==> src/rtl/tile_linear_reorder_address_macros.svh <==
// Assertion macros shared by the tile/linear reorder address generator.
`ifndef TILE_LINEAR_REORDER_ADDRESS_MACROS_SVH
`define TILE_LINEAR_REORDER_ADDRESS_MACROS_SVH

// Clocked assertion, disabled while reset is high.
`define TLRA_ASSERT(label, clk, rst, prop, msg) \
  label: assert property (@(posedge clk) disable iff (rst) prop) else $error(msg);

// Clocked assertion that also holds through reset.
`define TLRA_ASSERT_NR(label, clk, prop, msg) \
  label: assert property (@(posedge clk) prop) else $error(msg);

`endif

==> src/rtl/tlra_pkg.sv <==
// Shared types, constants and helpers of the tile/linear reorder address generator.
package tlra_pkg;

  localparam int PIX_W        = 32;
  localparam int DEST_W       = 28;
  localparam int IN_TDATA_W   = 32;
  localparam int OUT_TDATA_W  = 64;
  localparam int SIZE_REG_W   = 11;
  localparam int COUNT_REG_W  = 5;
  localparam int CFG_DATA_W   = 11;
  localparam int CFG_INDEX_W  = 3;
  localparam int CLAMP_W      = 13;

  // Configuration register indexes
  localparam logic [CFG_INDEX_W-1:0] REG_TILE_WIDTH   = 3'd0;
  localparam logic [CFG_INDEX_W-1:0] REG_TILE_HEIGHT  = 3'd1;
  localparam logic [CFG_INDEX_W-1:0] REG_TILES_ACROSS = 3'd2;
  localparam logic [CFG_INDEX_W-1:0] REG_TILES_DOWN   = 3'd3;
  localparam logic [CFG_INDEX_W-1:0] REG_DIRECTION    = 3'd4;

  // Direction codes
  localparam logic DIR_TILE_TO_ROW = 1'b0;
  localparam logic DIR_ROW_TO_TILE = 1'b1;

  typedef struct packed {
    logic [SIZE_REG_W-1:0]  tile_width;
    logic [SIZE_REG_W-1:0]  tile_height;
    logic [COUNT_REG_W-1:0] tiles_across;
    logic [COUNT_REG_W-1:0] tiles_down;
    logic                   direction;
  } cfg_regs_t;

  // Zero acts as one, values above the limit saturate to it.
  function automatic logic [CLAMP_W-1:0] clamp_reg(input logic [SIZE_REG_W-1:0] v,
                                                    input logic [CLAMP_W-1:0] hi);
    logic [CLAMP_W-1:0] ext;
    ext = CLAMP_W'(v);
    if (ext == '0) return CLAMP_W'(1);
    if (ext > hi) return hi;
    return ext;
  endfunction

endpackage

==> src/rtl/tlra_queue.sv <==
// Small register queue between the counter front end and the address back end.
module tlra_queue
  import tlra_pkg::*;
#(
  parameter int WIDTH = 73,
  parameter int DEPTH = 4
) (
  input  logic             clk,
  input  logic             rst,
  input  logic             push,
  input  logic [WIDTH-1:0] push_data,
  input  logic             pop,
  output logic [WIDTH-1:0] pop_data,
  output logic             full,
  output logic             not_empty
);

  localparam int PW = (DEPTH > 1) ? $clog2(DEPTH) : 1;
  localparam int NW = $clog2(DEPTH + 1);

  logic [WIDTH-1:0] mem [DEPTH];
  logic [PW-1:0]    wr_ptr;
  logic [PW-1:0]    rd_ptr;
  logic [NW-1:0]    count;

  assign full      = (count == NW'(DEPTH));
  assign not_empty = (count != '0);
  assign pop_data  = mem[rd_ptr];

  // Store a beat at the write pointer
  always_ff @(posedge clk) begin
    if (push) begin
      mem[wr_ptr] <= push_data;
    end
  end

  // Advance pointers and track fill level
  always_ff @(posedge clk) begin
    if (rst) begin
      wr_ptr <= '0;
      rd_ptr <= '0;
      count  <= '0;
    end else begin
      if (push) begin
        wr_ptr <= (wr_ptr == PW'(DEPTH - 1)) ? '0 : wr_ptr + PW'(1);
      end
      if (pop) begin
        rd_ptr <= (rd_ptr == PW'(DEPTH - 1)) ? '0 : rd_ptr + PW'(1);
      end
      if (push && !pop) begin
        count <= count + NW'(1);
      end else if (pop && !push) begin
        count <= count - NW'(1);
      end
    end
  end

`include "tile_linear_reorder_address_macros.svh"

  `TLRA_ASSERT(a_no_push_when_full, clk, rst, !(push && full), "push into full queue")

endmodule

==> src/rtl/tlra_front.sv <==
// Front end: accepts pixels, applies restart, steps the tile and pixel counters.
module tlra_front
  import tlra_pkg::*;
#(
  parameter int MAX_TILE_SIZE = 1024,
  parameter int MAX_TILES     = 16
) (
  input  logic                  clk,
  input  logic                  rst,
  input  cfg_regs_t             cfg,
  input  logic                  s_tvalid,
  output logic                  s_tready,
  input  logic [IN_TDATA_W-1:0] s_tdata,
  input  logic                  s_tuser,
  input  logic                  q_full,
  output logic                  q_push,
  output logic [PIX_W + 2*((MAX_TILE_SIZE > 1) ? $clog2(MAX_TILE_SIZE) : 1)
                + 2*((MAX_TILES > 1) ? $clog2(MAX_TILES) : 1):0] q_data
);

  localparam int CW   = (MAX_TILE_SIZE > 1) ? $clog2(MAX_TILE_SIZE) : 1;
  localparam int TCW  = (MAX_TILES > 1) ? $clog2(MAX_TILES) : 1;
  localparam int SZ_W = $clog2(MAX_TILE_SIZE + 1);
  localparam int NT_W = $clog2(MAX_TILES + 1);
  localparam int LW   = ((CW > SZ_W) ? CW : SZ_W) + 1;
  localparam int LTW  = ((TCW > NT_W) ? TCW : NT_W) + 1;

  logic [CW-1:0]   col, row;
  logic [TCW-1:0]  tcol, trow;
  logic [CW-1:0]   col_eff, row_eff, col_next, row_next;
  logic [TCW-1:0]  tcol_eff, trow_eff, tcol_next, trow_next;
  logic [SZ_W-1:0] tw, th;
  logic [NT_W-1:0] ta, td;
  logic            col_end, row_end, tcol_end, trow_end;
  logic            last_flag;
  logic            accept;

  // Effective sizes from the raw registers
  assign tw = SZ_W'(clamp_reg(cfg.tile_width, CLAMP_W'(MAX_TILE_SIZE)));
  assign th = SZ_W'(clamp_reg(cfg.tile_height, CLAMP_W'(MAX_TILE_SIZE)));
  assign ta = NT_W'(clamp_reg(SIZE_REG_W'(cfg.tiles_across), CLAMP_W'(MAX_TILES)));
  assign td = NT_W'(clamp_reg(SIZE_REG_W'(cfg.tiles_down), CLAMP_W'(MAX_TILES)));

  assign s_tready = !q_full;
  assign accept   = s_tvalid && !q_full;
  assign q_push   = accept;

  // Restart clears the counters before this pixel is mapped
  assign col_eff  = s_tuser ? '0 : col;
  assign row_eff  = s_tuser ? '0 : row;
  assign tcol_eff = s_tuser ? '0 : tcol;
  assign trow_eff = s_tuser ? '0 : trow;

  assign col_end  = (LW'(col_eff) + LW'(1)) >= LW'(tw);
  assign row_end  = (LW'(row_eff) + LW'(1)) >= LW'(th);
  assign tcol_end = (LTW'(tcol_eff) + LTW'(1)) >= LTW'(ta);
  assign trow_end = (LTW'(trow_eff) + LTW'(1)) >= LTW'(td);

  assign last_flag = col_end && row_end && tcol_end && trow_end;

  assign q_data = {last_flag, trow_eff, tcol_eff, row_eff, col_eff, s_tdata[PIX_W-1:0]};

  // Step the counters in the order of the source layout
  always_comb begin
    col_next  = col_end ? '0 : col_eff + CW'(1);
    row_next  = row_eff;
    tcol_next = tcol_eff;
    trow_next = trow_eff;
    if (cfg.direction == DIR_TILE_TO_ROW) begin
      if (col_end) begin
        row_next = row_end ? '0 : row_eff + CW'(1);
      end
      if (col_end && row_end) begin
        tcol_next = tcol_end ? '0 : tcol_eff + TCW'(1);
      end
      if (col_end && row_end && tcol_end) begin
        trow_next = trow_end ? '0 : trow_eff + TCW'(1);
      end
    end else begin
      if (col_end) begin
        tcol_next = tcol_end ? '0 : tcol_eff + TCW'(1);
      end
      if (col_end && tcol_end) begin
        row_next = row_end ? '0 : row_eff + CW'(1);
      end
      if (col_end && tcol_end && row_end) begin
        trow_next = trow_end ? '0 : trow_eff + TCW'(1);
      end
    end
  end

  // Update counters on each accepted beat
  always_ff @(posedge clk) begin
    if (rst) begin
      col  <= '0;
      row  <= '0;
      tcol <= '0;
      trow <= '0;
    end else if (accept) begin
      col  <= col_next;
      row  <= row_next;
      tcol <= tcol_next;
      trow <= trow_next;
    end
  end

`include "tile_linear_reorder_address_macros.svh"

  `TLRA_ASSERT(a_last_wraps_counters, clk, rst, accept && last_flag |=> (col == '0 && row == '0 && tcol == '0 && trow == '0), "counters did not wrap after last pixel")

endmodule

==> src/rtl/tlra_back.sv <==
// Back end: three-stage address pipeline with the output register.
module tlra_back
  import tlra_pkg::*;
#(
  parameter int MAX_TILE_SIZE = 1024,
  parameter int MAX_TILES     = 16
) (
  input  logic                   clk,
  input  logic                   rst,
  input  cfg_regs_t              cfg,
  input  logic                   q_valid,
  input  logic [PIX_W + 2*((MAX_TILE_SIZE > 1) ? $clog2(MAX_TILE_SIZE) : 1)
                + 2*((MAX_TILES > 1) ? $clog2(MAX_TILES) : 1):0] q_data,
  output logic                   q_pop,
  output logic                   m_tvalid,
  input  logic                   m_tready,
  output logic [OUT_TDATA_W-1:0] m_tdata,
  output logic                   m_tlast
);

  localparam int CW   = (MAX_TILE_SIZE > 1) ? $clog2(MAX_TILE_SIZE) : 1;
  localparam int TCW  = (MAX_TILES > 1) ? $clog2(MAX_TILES) : 1;
  localparam int SZ_W = $clog2(MAX_TILE_SIZE + 1);
  localparam int NT_W = $clog2(MAX_TILES + 1);
  localparam int AW_W = SZ_W + NT_W;
  localparam int AR_W = 2 * SZ_W;
  localparam int A_W  = TCW + ((SZ_W > NT_W) ? SZ_W : NT_W) + 1;
  localparam int PAD_W = OUT_TDATA_W - PIX_W - DEST_W;

  logic [SZ_W-1:0]   tw, th;
  logic [NT_W-1:0]   ta;
  logic [AW_W-1:0]   atlas_w;
  logic [AR_W-1:0]   tile_area;

  logic [PIX_W-1:0]  q_pix;
  logic [CW-1:0]     q_col, q_row;
  logic [TCW-1:0]    q_tcol, q_trow;
  logic              q_last;

  logic              va, vb, vc;
  logic              rdy_a, rdy_b, rdy_c;
  logic [A_W-1:0]    a_a, a_next;
  logic [DEST_W-1:0] b_a, b_next, c_a, c_next;
  logic [PIX_W-1:0]  pix_a, pix_b, pix_c;
  logic              last_a, last_b, last_c;
  logic [DEST_W-1:0] m_b, s_b, k_sel, dest_c;

  assign tw = SZ_W'(clamp_reg(cfg.tile_width, CLAMP_W'(MAX_TILE_SIZE)));
  assign th = SZ_W'(clamp_reg(cfg.tile_height, CLAMP_W'(MAX_TILE_SIZE)));
  assign ta = NT_W'(clamp_reg(SIZE_REG_W'(cfg.tiles_across), CLAMP_W'(MAX_TILES)));

  // Atlas width, tile area; user must keep config quiet with beats in flight, unenforced
  always_ff @(posedge clk) begin
    atlas_w   <= AW_W'(tw) * AW_W'(ta);
    tile_area <= AR_W'(tw) * AR_W'(th);
  end

  assign {q_last, q_trow, q_tcol, q_row, q_col, q_pix} = q_data;

  // Stall chain from the output register back to the queue
  assign rdy_c = !vc || m_tready;
  assign rdy_b = !vb || rdy_c;
  assign rdy_a = !va || rdy_b;
  assign q_pop = q_valid && rdy_a;

  // Stage A: tile term, in-tile offset and, in tile to row order, the tile column offset
  always_comb begin
    if (cfg.direction == DIR_TILE_TO_ROW) begin
      a_next = A_W'(q_trow) * A_W'(th);
      b_next = DEST_W'(q_row) * DEST_W'(atlas_w) + DEST_W'(q_col);
      c_next = DEST_W'(q_tcol) * DEST_W'(tw);
    end else begin
      a_next = A_W'(q_trow) * A_W'(ta) + A_W'(q_tcol);
      b_next = DEST_W'(q_row) * DEST_W'(tw) + DEST_W'(q_col);
      c_next = '0;
    end
  end

  // Stage B picks the scale of the tile term
  assign k_sel = (cfg.direction == DIR_TILE_TO_ROW) ? DEST_W'(atlas_w) : DEST_W'(tile_area);

  // Advance stage valids
  always_ff @(posedge clk) begin
    if (rst) begin
      va <= 1'b0;
      vb <= 1'b0;
      vc <= 1'b0;
    end else begin
      if (rdy_a) va <= q_pop;
      if (rdy_b) vb <= va;
      if (rdy_c) vc <= vb;
    end
  end

  // Advance stage payloads
  always_ff @(posedge clk) begin
    if (rdy_a && q_pop) begin
      a_a    <= a_next;
      b_a    <= b_next;
      c_a    <= c_next;
      pix_a  <= q_pix;
      last_a <= q_last;
    end
    if (rdy_b && va) begin
      m_b    <= DEST_W'(a_a) * k_sel;
      s_b    <= b_a + c_a;
      pix_b  <= pix_a;
      last_b <= last_a;
    end
    if (rdy_c && vb) begin
      dest_c <= m_b + s_b;
      pix_c  <= pix_b;
      last_c <= last_b;
    end
  end

  assign m_tvalid = vc;
  assign m_tdata  = {PAD_W'(0), pix_c, dest_c};
  assign m_tlast  = last_c;

`include "tile_linear_reorder_address_macros.svh"

  `TLRA_ASSERT(a_stage_b_holds, clk, rst, vb && !rdy_b |=> vb && $stable(m_b) && $stable(s_b), "stage B lost data under stall")
  `TLRA_ASSERT_NR(a_reset_empties, clk, rst |=> !va && !vb && !vc, "pipeline not empty after reset")

endmodule

==> src/rtl/tile_linear_reorder_address.sv <==
// Top level of the tile/linear layout reorder address generator.
//
// Pixels enter on the s_* stream, one beat per pixel: s_tdata carries the pixel,
// s_tuser the restart flag that makes the pixel the first of a new atlas. Each
// pixel leaves on the m_* stream with its index in the other layout; m_tlast
// marks the final pixel of the atlas, after which the counters wrap to the start.
// The cfg_* port writes tile width, tile height, tiles across, tiles down and
// direction, one register per write; the user must write only while no beats
// are in flight, which the block does not enforce. Throughput is one pixel per
// clock while m_tready stays high; the counter front end decides each beat's
// position combinationally, and the address back end is a three-stage pipeline
// (two multiply stages and a final add into the output register). An input
// beat is written into the queue, then registered through stages A, B and C. A
// four-entry queue parts the two ends; when m_tready is low the back end holds
// its stages, the queue fills and s_tready then drops.
// Synchronous reset restores the register defaults (256 by 256 pixel tiles,
// 4 by 4 tiles, tile to row order), clears the counters, empties the queue
// and drops m_tvalid.
module tile_linear_reorder_address
  import tlra_pkg::*;
#(
  parameter int MAX_TILE_SIZE = 1024,
  parameter int MAX_TILES     = 16
) (
  input  logic                   clk,
  input  logic                   rst,
  input  logic                   cfg_write,
  input  logic [CFG_INDEX_W-1:0] cfg_index,
  input  logic [CFG_DATA_W-1:0]  cfg_data,
  input  logic                   s_tvalid,
  output logic                   s_tready,
  // s_tdata: [31:0] pixel
  input  logic [IN_TDATA_W-1:0]  s_tdata,
  // s_tuser: [0] restart
  input  logic                   s_tuser,
  output logic                   m_tvalid,
  input  logic                   m_tready,
  // m_tdata: [27:0] dest_index, [59:28] pixel_out, [63:60] zero
  output logic [OUT_TDATA_W-1:0] m_tdata,
  output logic                   m_tlast
);

  localparam int CW          = (MAX_TILE_SIZE > 1) ? $clog2(MAX_TILE_SIZE) : 1;
  localparam int TCW         = (MAX_TILES > 1) ? $clog2(MAX_TILES) : 1;
  localparam int ENTRY_W     = PIX_W + 2 * CW + 2 * TCW + 1;
  localparam int QUEUE_DEPTH = 4;

  cfg_regs_t          cfg;
  logic               q_push, q_pop, q_full, q_valid;
  logic [ENTRY_W-1:0] q_in, q_out;

  // Configuration registers
  always_ff @(posedge clk) begin
    if (rst) begin
      cfg.tile_width   <= SIZE_REG_W'(256);
      cfg.tile_height  <= SIZE_REG_W'(256);
      cfg.tiles_across <= COUNT_REG_W'(4);
      cfg.tiles_down   <= COUNT_REG_W'(4);
      cfg.direction    <= DIR_TILE_TO_ROW;
    end else if (cfg_write) begin
      unique case (cfg_index)
        REG_TILE_WIDTH:   cfg.tile_width   <= cfg_data[SIZE_REG_W-1:0];
        REG_TILE_HEIGHT:  cfg.tile_height  <= cfg_data[SIZE_REG_W-1:0];
        REG_TILES_ACROSS: cfg.tiles_across <= cfg_data[COUNT_REG_W-1:0];
        REG_TILES_DOWN:   cfg.tiles_down   <= cfg_data[COUNT_REG_W-1:0];
        REG_DIRECTION:    cfg.direction    <= cfg_data[0];
        default: ;
      endcase
    end
  end

  tlra_front #(
    .MAX_TILE_SIZE(MAX_TILE_SIZE),
    .MAX_TILES    (MAX_TILES)
  ) u_front (
    .clk     (clk),
    .rst     (rst),
    .cfg     (cfg),
    .s_tvalid(s_tvalid),
    .s_tready(s_tready),
    .s_tdata (s_tdata),
    .s_tuser (s_tuser),
    .q_full  (q_full),
    .q_push  (q_push),
    .q_data  (q_in)
  );

  tlra_queue #(
    .WIDTH(ENTRY_W),
    .DEPTH(QUEUE_DEPTH)
  ) u_queue (
    .clk      (clk),
    .rst      (rst),
    .push     (q_push),
    .push_data(q_in),
    .pop      (q_pop),
    .pop_data (q_out),
    .full     (q_full),
    .not_empty(q_valid)
  );

  tlra_back #(
    .MAX_TILE_SIZE(MAX_TILE_SIZE),
    .MAX_TILES    (MAX_TILES)
  ) u_back (
    .clk     (clk),
    .rst     (rst),
    .cfg     (cfg),
    .q_valid (q_valid),
    .q_data  (q_out),
    .q_pop   (q_pop),
    .m_tvalid(m_tvalid),
    .m_tready(m_tready),
    .m_tdata (m_tdata),
    .m_tlast (m_tlast)
  );

endmodule

==> config.mk <==
export PLATFORM = sky130hd
export DESIGN_NAME = tile_linear_reorder_address
export DESIGN_NICKNAME = d
export VERILOG_FILES = /design/src/rtl/tlra_pkg.sv /design/src/rtl/tlra_queue.sv /design/src/rtl/tlra_front.sv /design/src/rtl/tlra_back.sv /design/src/rtl/tile_linear_reorder_address.sv
export VERILOG_INCLUDE_DIRS = /design/src /design/src/rtl
export SDC_FILE = /design/constraint.sdc
export NUM_CORES = 2
export LEC_CHECK = 0
export ABC_AREA = 1
export BUFFER_PORTS_ARGS = -buffer_cell sky130_fd_sc_hd__buf_4
export CAP_MARGIN = 20
export CORE_MARGIN = 2
export CORE_UTILIZATION = 35
export CTS_CLUSTER_SIZE = 8
export DETAILED_ROUTE_END_ITERATION = 12
export GPL_TIMING_DRIVEN = 0
export SKIP_CTS_REPAIR_TIMING = 1
export SLEW_MARGIN = 20
export SYNTH_ARGS = -nofsm -noshare
export SYNTH_HDL_FRONTEND = slang
export SYNTH_SLANG_ARGS = --single-unit
==> constraint.sdc <==
create_clock -name clk -period 11.05 [get_ports clk]
set_clock_uncertainty 0.1 [all_clocks]
set_input_delay 1.105 -clock clk [delete_from_list [all_inputs] [get_ports clk]]
set_output_delay 1.105 -clock clk [all_outputs]
set_load 0.005 [all_outputs]
==> flow_summary.ini <==
[status]
status = finished, final reports clean

[place]
pre_cts_slack_ns = 3.83
hpwl_um = 124000
place_congestion = 0.939
port_buffers = 114

[logic_synthesis]
yosys_warnings = 0
ys_types = 57
synth_area_leaders = edfxtp_1 (27%), fa_1 (22%), ha_1 (10%)
synth_edf_count = 484
avgSynthCellArea_um2 = 8.88
synth_cells = 5957
syn-cell-area_um2 = 52900
ys.flop_type = edfxtp_1
async_flop_share_pct = 0
synth.largest_area_cell = edfxtp_1
seq_area_frac_synth_pct = 31.7
synth_top_area_share_pct = 27.5
ys_seq_elements = 595

[route]
postRouteAntennaNets = 0
dr_wl_met2_um = 70600
num_vias = 40900
top_layer = met5
drtIter0Drc = 3249
vias_per_cell = 4.96
drt-total-wl_um = 154000
wire_per_inst_um = 18.7
m1WireLength_um = 68200
drc = 0
drt-pass1-iter-count = 6
wl_met3_um = 10100

[setup_path]
path_max_fanout = 8
arrival_ns = 7.61
criticalPathCategory = reg2reg
ff2ff_setup_slack_ns = 3.68
start_kind = flip-flop
crit_path_max_incr_delay_ns = 0.53
end_kind = flip-flop
crit_slowest_cell = fa_1
path_common_cell = nand2_1
required_ns = 11.30

[die]
fp.dieH_um = 393
die_w_um = 393
start_util_pct = 35.3
die_area_um2 = 154000
core_um2 = 150000
std_cell_rows = 142
io_pins = 119

[finish]
syn_to_final_growth_pct = 12.1
layout-drive-gt1-share_pct = 6.48
nNetsFinal = 7256

[clock_network]
clock-sinks = 595
cts.htree.levels = 3
worstSkewPairLatency_ns = 0.72
clockBufferDepth = 3
cts_buffers = 86
clk_pin_slew_worst_paths_ns = 0.06
root_buffer = clkbuf_16
cts_tree = done

[sta]
setup_tns_ns = 0
final.setup.worst_slack_ns = 3.68
finalCriticalPeriod_ns = 7.37
slew_headroom_pct = 26.4
final_max_slew_viol_count = 0
finalHoldViolCount = 0
rsz0062_at_grt = no
max_freq_ghz = 0.136
worst_slew_pin_slew_ns = 1.10
timing.final.crit_share_pct = 66.7
setup_viol = 0

[pwr]
ir_drop_v = 0.000175
leakagePower_nw = 27.5
power_density_nw_per_um2 = 230

[global_route]
grt_max_degree = 64
grt_pass1_vias = 41300
antenna_found_initial = 4
grt-ovfl-total = 0
grt_pass1_wl_um = 239000
track_usage_pct = 20.2

[min_path]
min_path_type = reg2reg

[flow_run]
drv_cap = 0
cells by family (layout without fill, tap and decap cells):
family / after synthesis / after routing / synth area share (%)
compound gates: 691 / 691 / 7.13
buf+inv: 1251 / 1507 / 9.15
fa+ha+maj: 1024 / 1024 / 32.4
simple gates: 2261 / 2261 / 17.4
mux: 1 / 1 / 0.0189
flops: 595 / 595 / 31.7
other cells: 1 / 6 / 0.00709
xor+xnor: 133 / 133 / 2.20
cells in the final DEF, fill, tap and decap left out, types with 86 or more instances in the layout:
| cell | n |
|---|---|
| edfxtp_1 | 484 |
| xor2_1 | 93 |
| ha_1 | 444 |
| buf_4 | 124 |
| clkbuf_16 | 86 |
| nand2_1 | 1220 |
| nor2_1 | 682 |
| a21oi_1 | 266 |
| inv_1 | 1033 |
| dfxtp_1 | 111 |
| o21ai_0 | 265 |
| fa_1 | 580 |
| nand3_1 | 188 |
| clkbuf_1 | 112 |
stage by stage:
stage / hold slack (ns) / power [mW] / util, % / cells / area [µm²]
finish: 0.307 / 13.7 / 39.5 / 8234 / 59300
CTS: 0.315 / 13.7 / 39.5 / 8231 / 59300
global route: 0.321 / 14.8 / 39.5 / 8232 / 59300
detailed placement: 0.305 / 11.2 / 37.9 / 8107 / 56800
global placement: 0.301 / 11.1 / 37.6 / 8090 / 56300
floorplan: 0.300 / 8.69 / - / 5960 / 52900
cells in the mapped netlist, types with 8 or more instances:
master / instances
dfxtp_1: 111
nand2_1: 1220
o22ai_1: 39
xor2_1: 93
o21ai_1: 22
nor3_1: 41
a31oi_1: 10
nor2_4: 9
o21ai_0: 265
a21o_1: 16
inv_1: 1035
nor2_2: 19
nand4_1: 49
nor2_1: 686
o21a_1: 8
inv_2: 23
clkbuf_1: 85
buf_2: 62
clkinv_1: 22
buf_4: 9
xnor2_1: 40
o21bai_1: 21
a21oi_1: 267
nand2_2: 15
edfxtp_1: 484
fa_1: 580
ha_1: 444
nand3_1: 188
buf_1: 10
worst max-delay path: cells and delay by family (launching register included):
kind	cells	cell delay [ns]
buffers and inverters	9	1.55
DFF	1	0.31
adders and majority gates	7	3.33
AOI/OAI and AO/OA	1	0.35
and+or+nand+nor	12	1.38
report_power, final:
group          internal (mW)  total, mW  switching [mW]
clock network           1.45       2.46            1.01
registers               3.30       3.58           0.284
logic                   2.50       7.62            5.11
total                   7.25       13.7            6.40
final cells by class:
cell class / count / area (µm²)
fillers: 15100 / 90600
clock buffers: 113 / 2250
diodes: 2 / 5.00
well taps: 2016 / 2520
repair buffers: 132 / 1280
multi-input cells: 4114 / 31400
flip-flops and latches: 595 / 16800
clock inverters: 11 / 256
inverters: 1080 / 4060
plain buffers: 171 / 792
worst paths after layout:
check,from,to,depth (start not counted)
worst max-delay path,u_back.atlas_w[7]$_DFF_P_,u_back.m_b[27]$_DFFE_PP_,29
worst min-delay path,u_back.pix_a[29]$_DFFE_PP_,u_back.pix_b[29]$_DFFE_PP_,0
worst max register to register,u_back.atlas_w[7]$_DFF_P_,u_back.m_b[27]$_DFFE_PP_,29
worst min register to register,u_back.pix_a[29]$_DFFE_PP_,u_back.pix_b[29]$_DFFE_PP_,0
metal layers:
metal | global-route usage, % | vias to the layer above
met5 | 0 | -
met4 | 6.78 | 4
met3 | 3.39 | 235
met2 | 32.6 | 1320
met1 | 27.4 | 20000
li1 | - | 19300
sequential cells by signal, summed over array words and instances (netlist names), 15 cells and up, named ones only:
signal and cells:
u_back.c_a 15, u_back.dest_c 28, u_back.pix_c 32, u_queue.mem 244, u_back.m_b 28, u_back.atlas_w 16, u_back.pix_a 32, u_back.tile_area 22
u_back.b_a 27, u_back.s_b 28, u_back.pix_b 32, u_back.a_a 15, cfg 33
No activity file was read; power rests on OpenSTA's default activity.
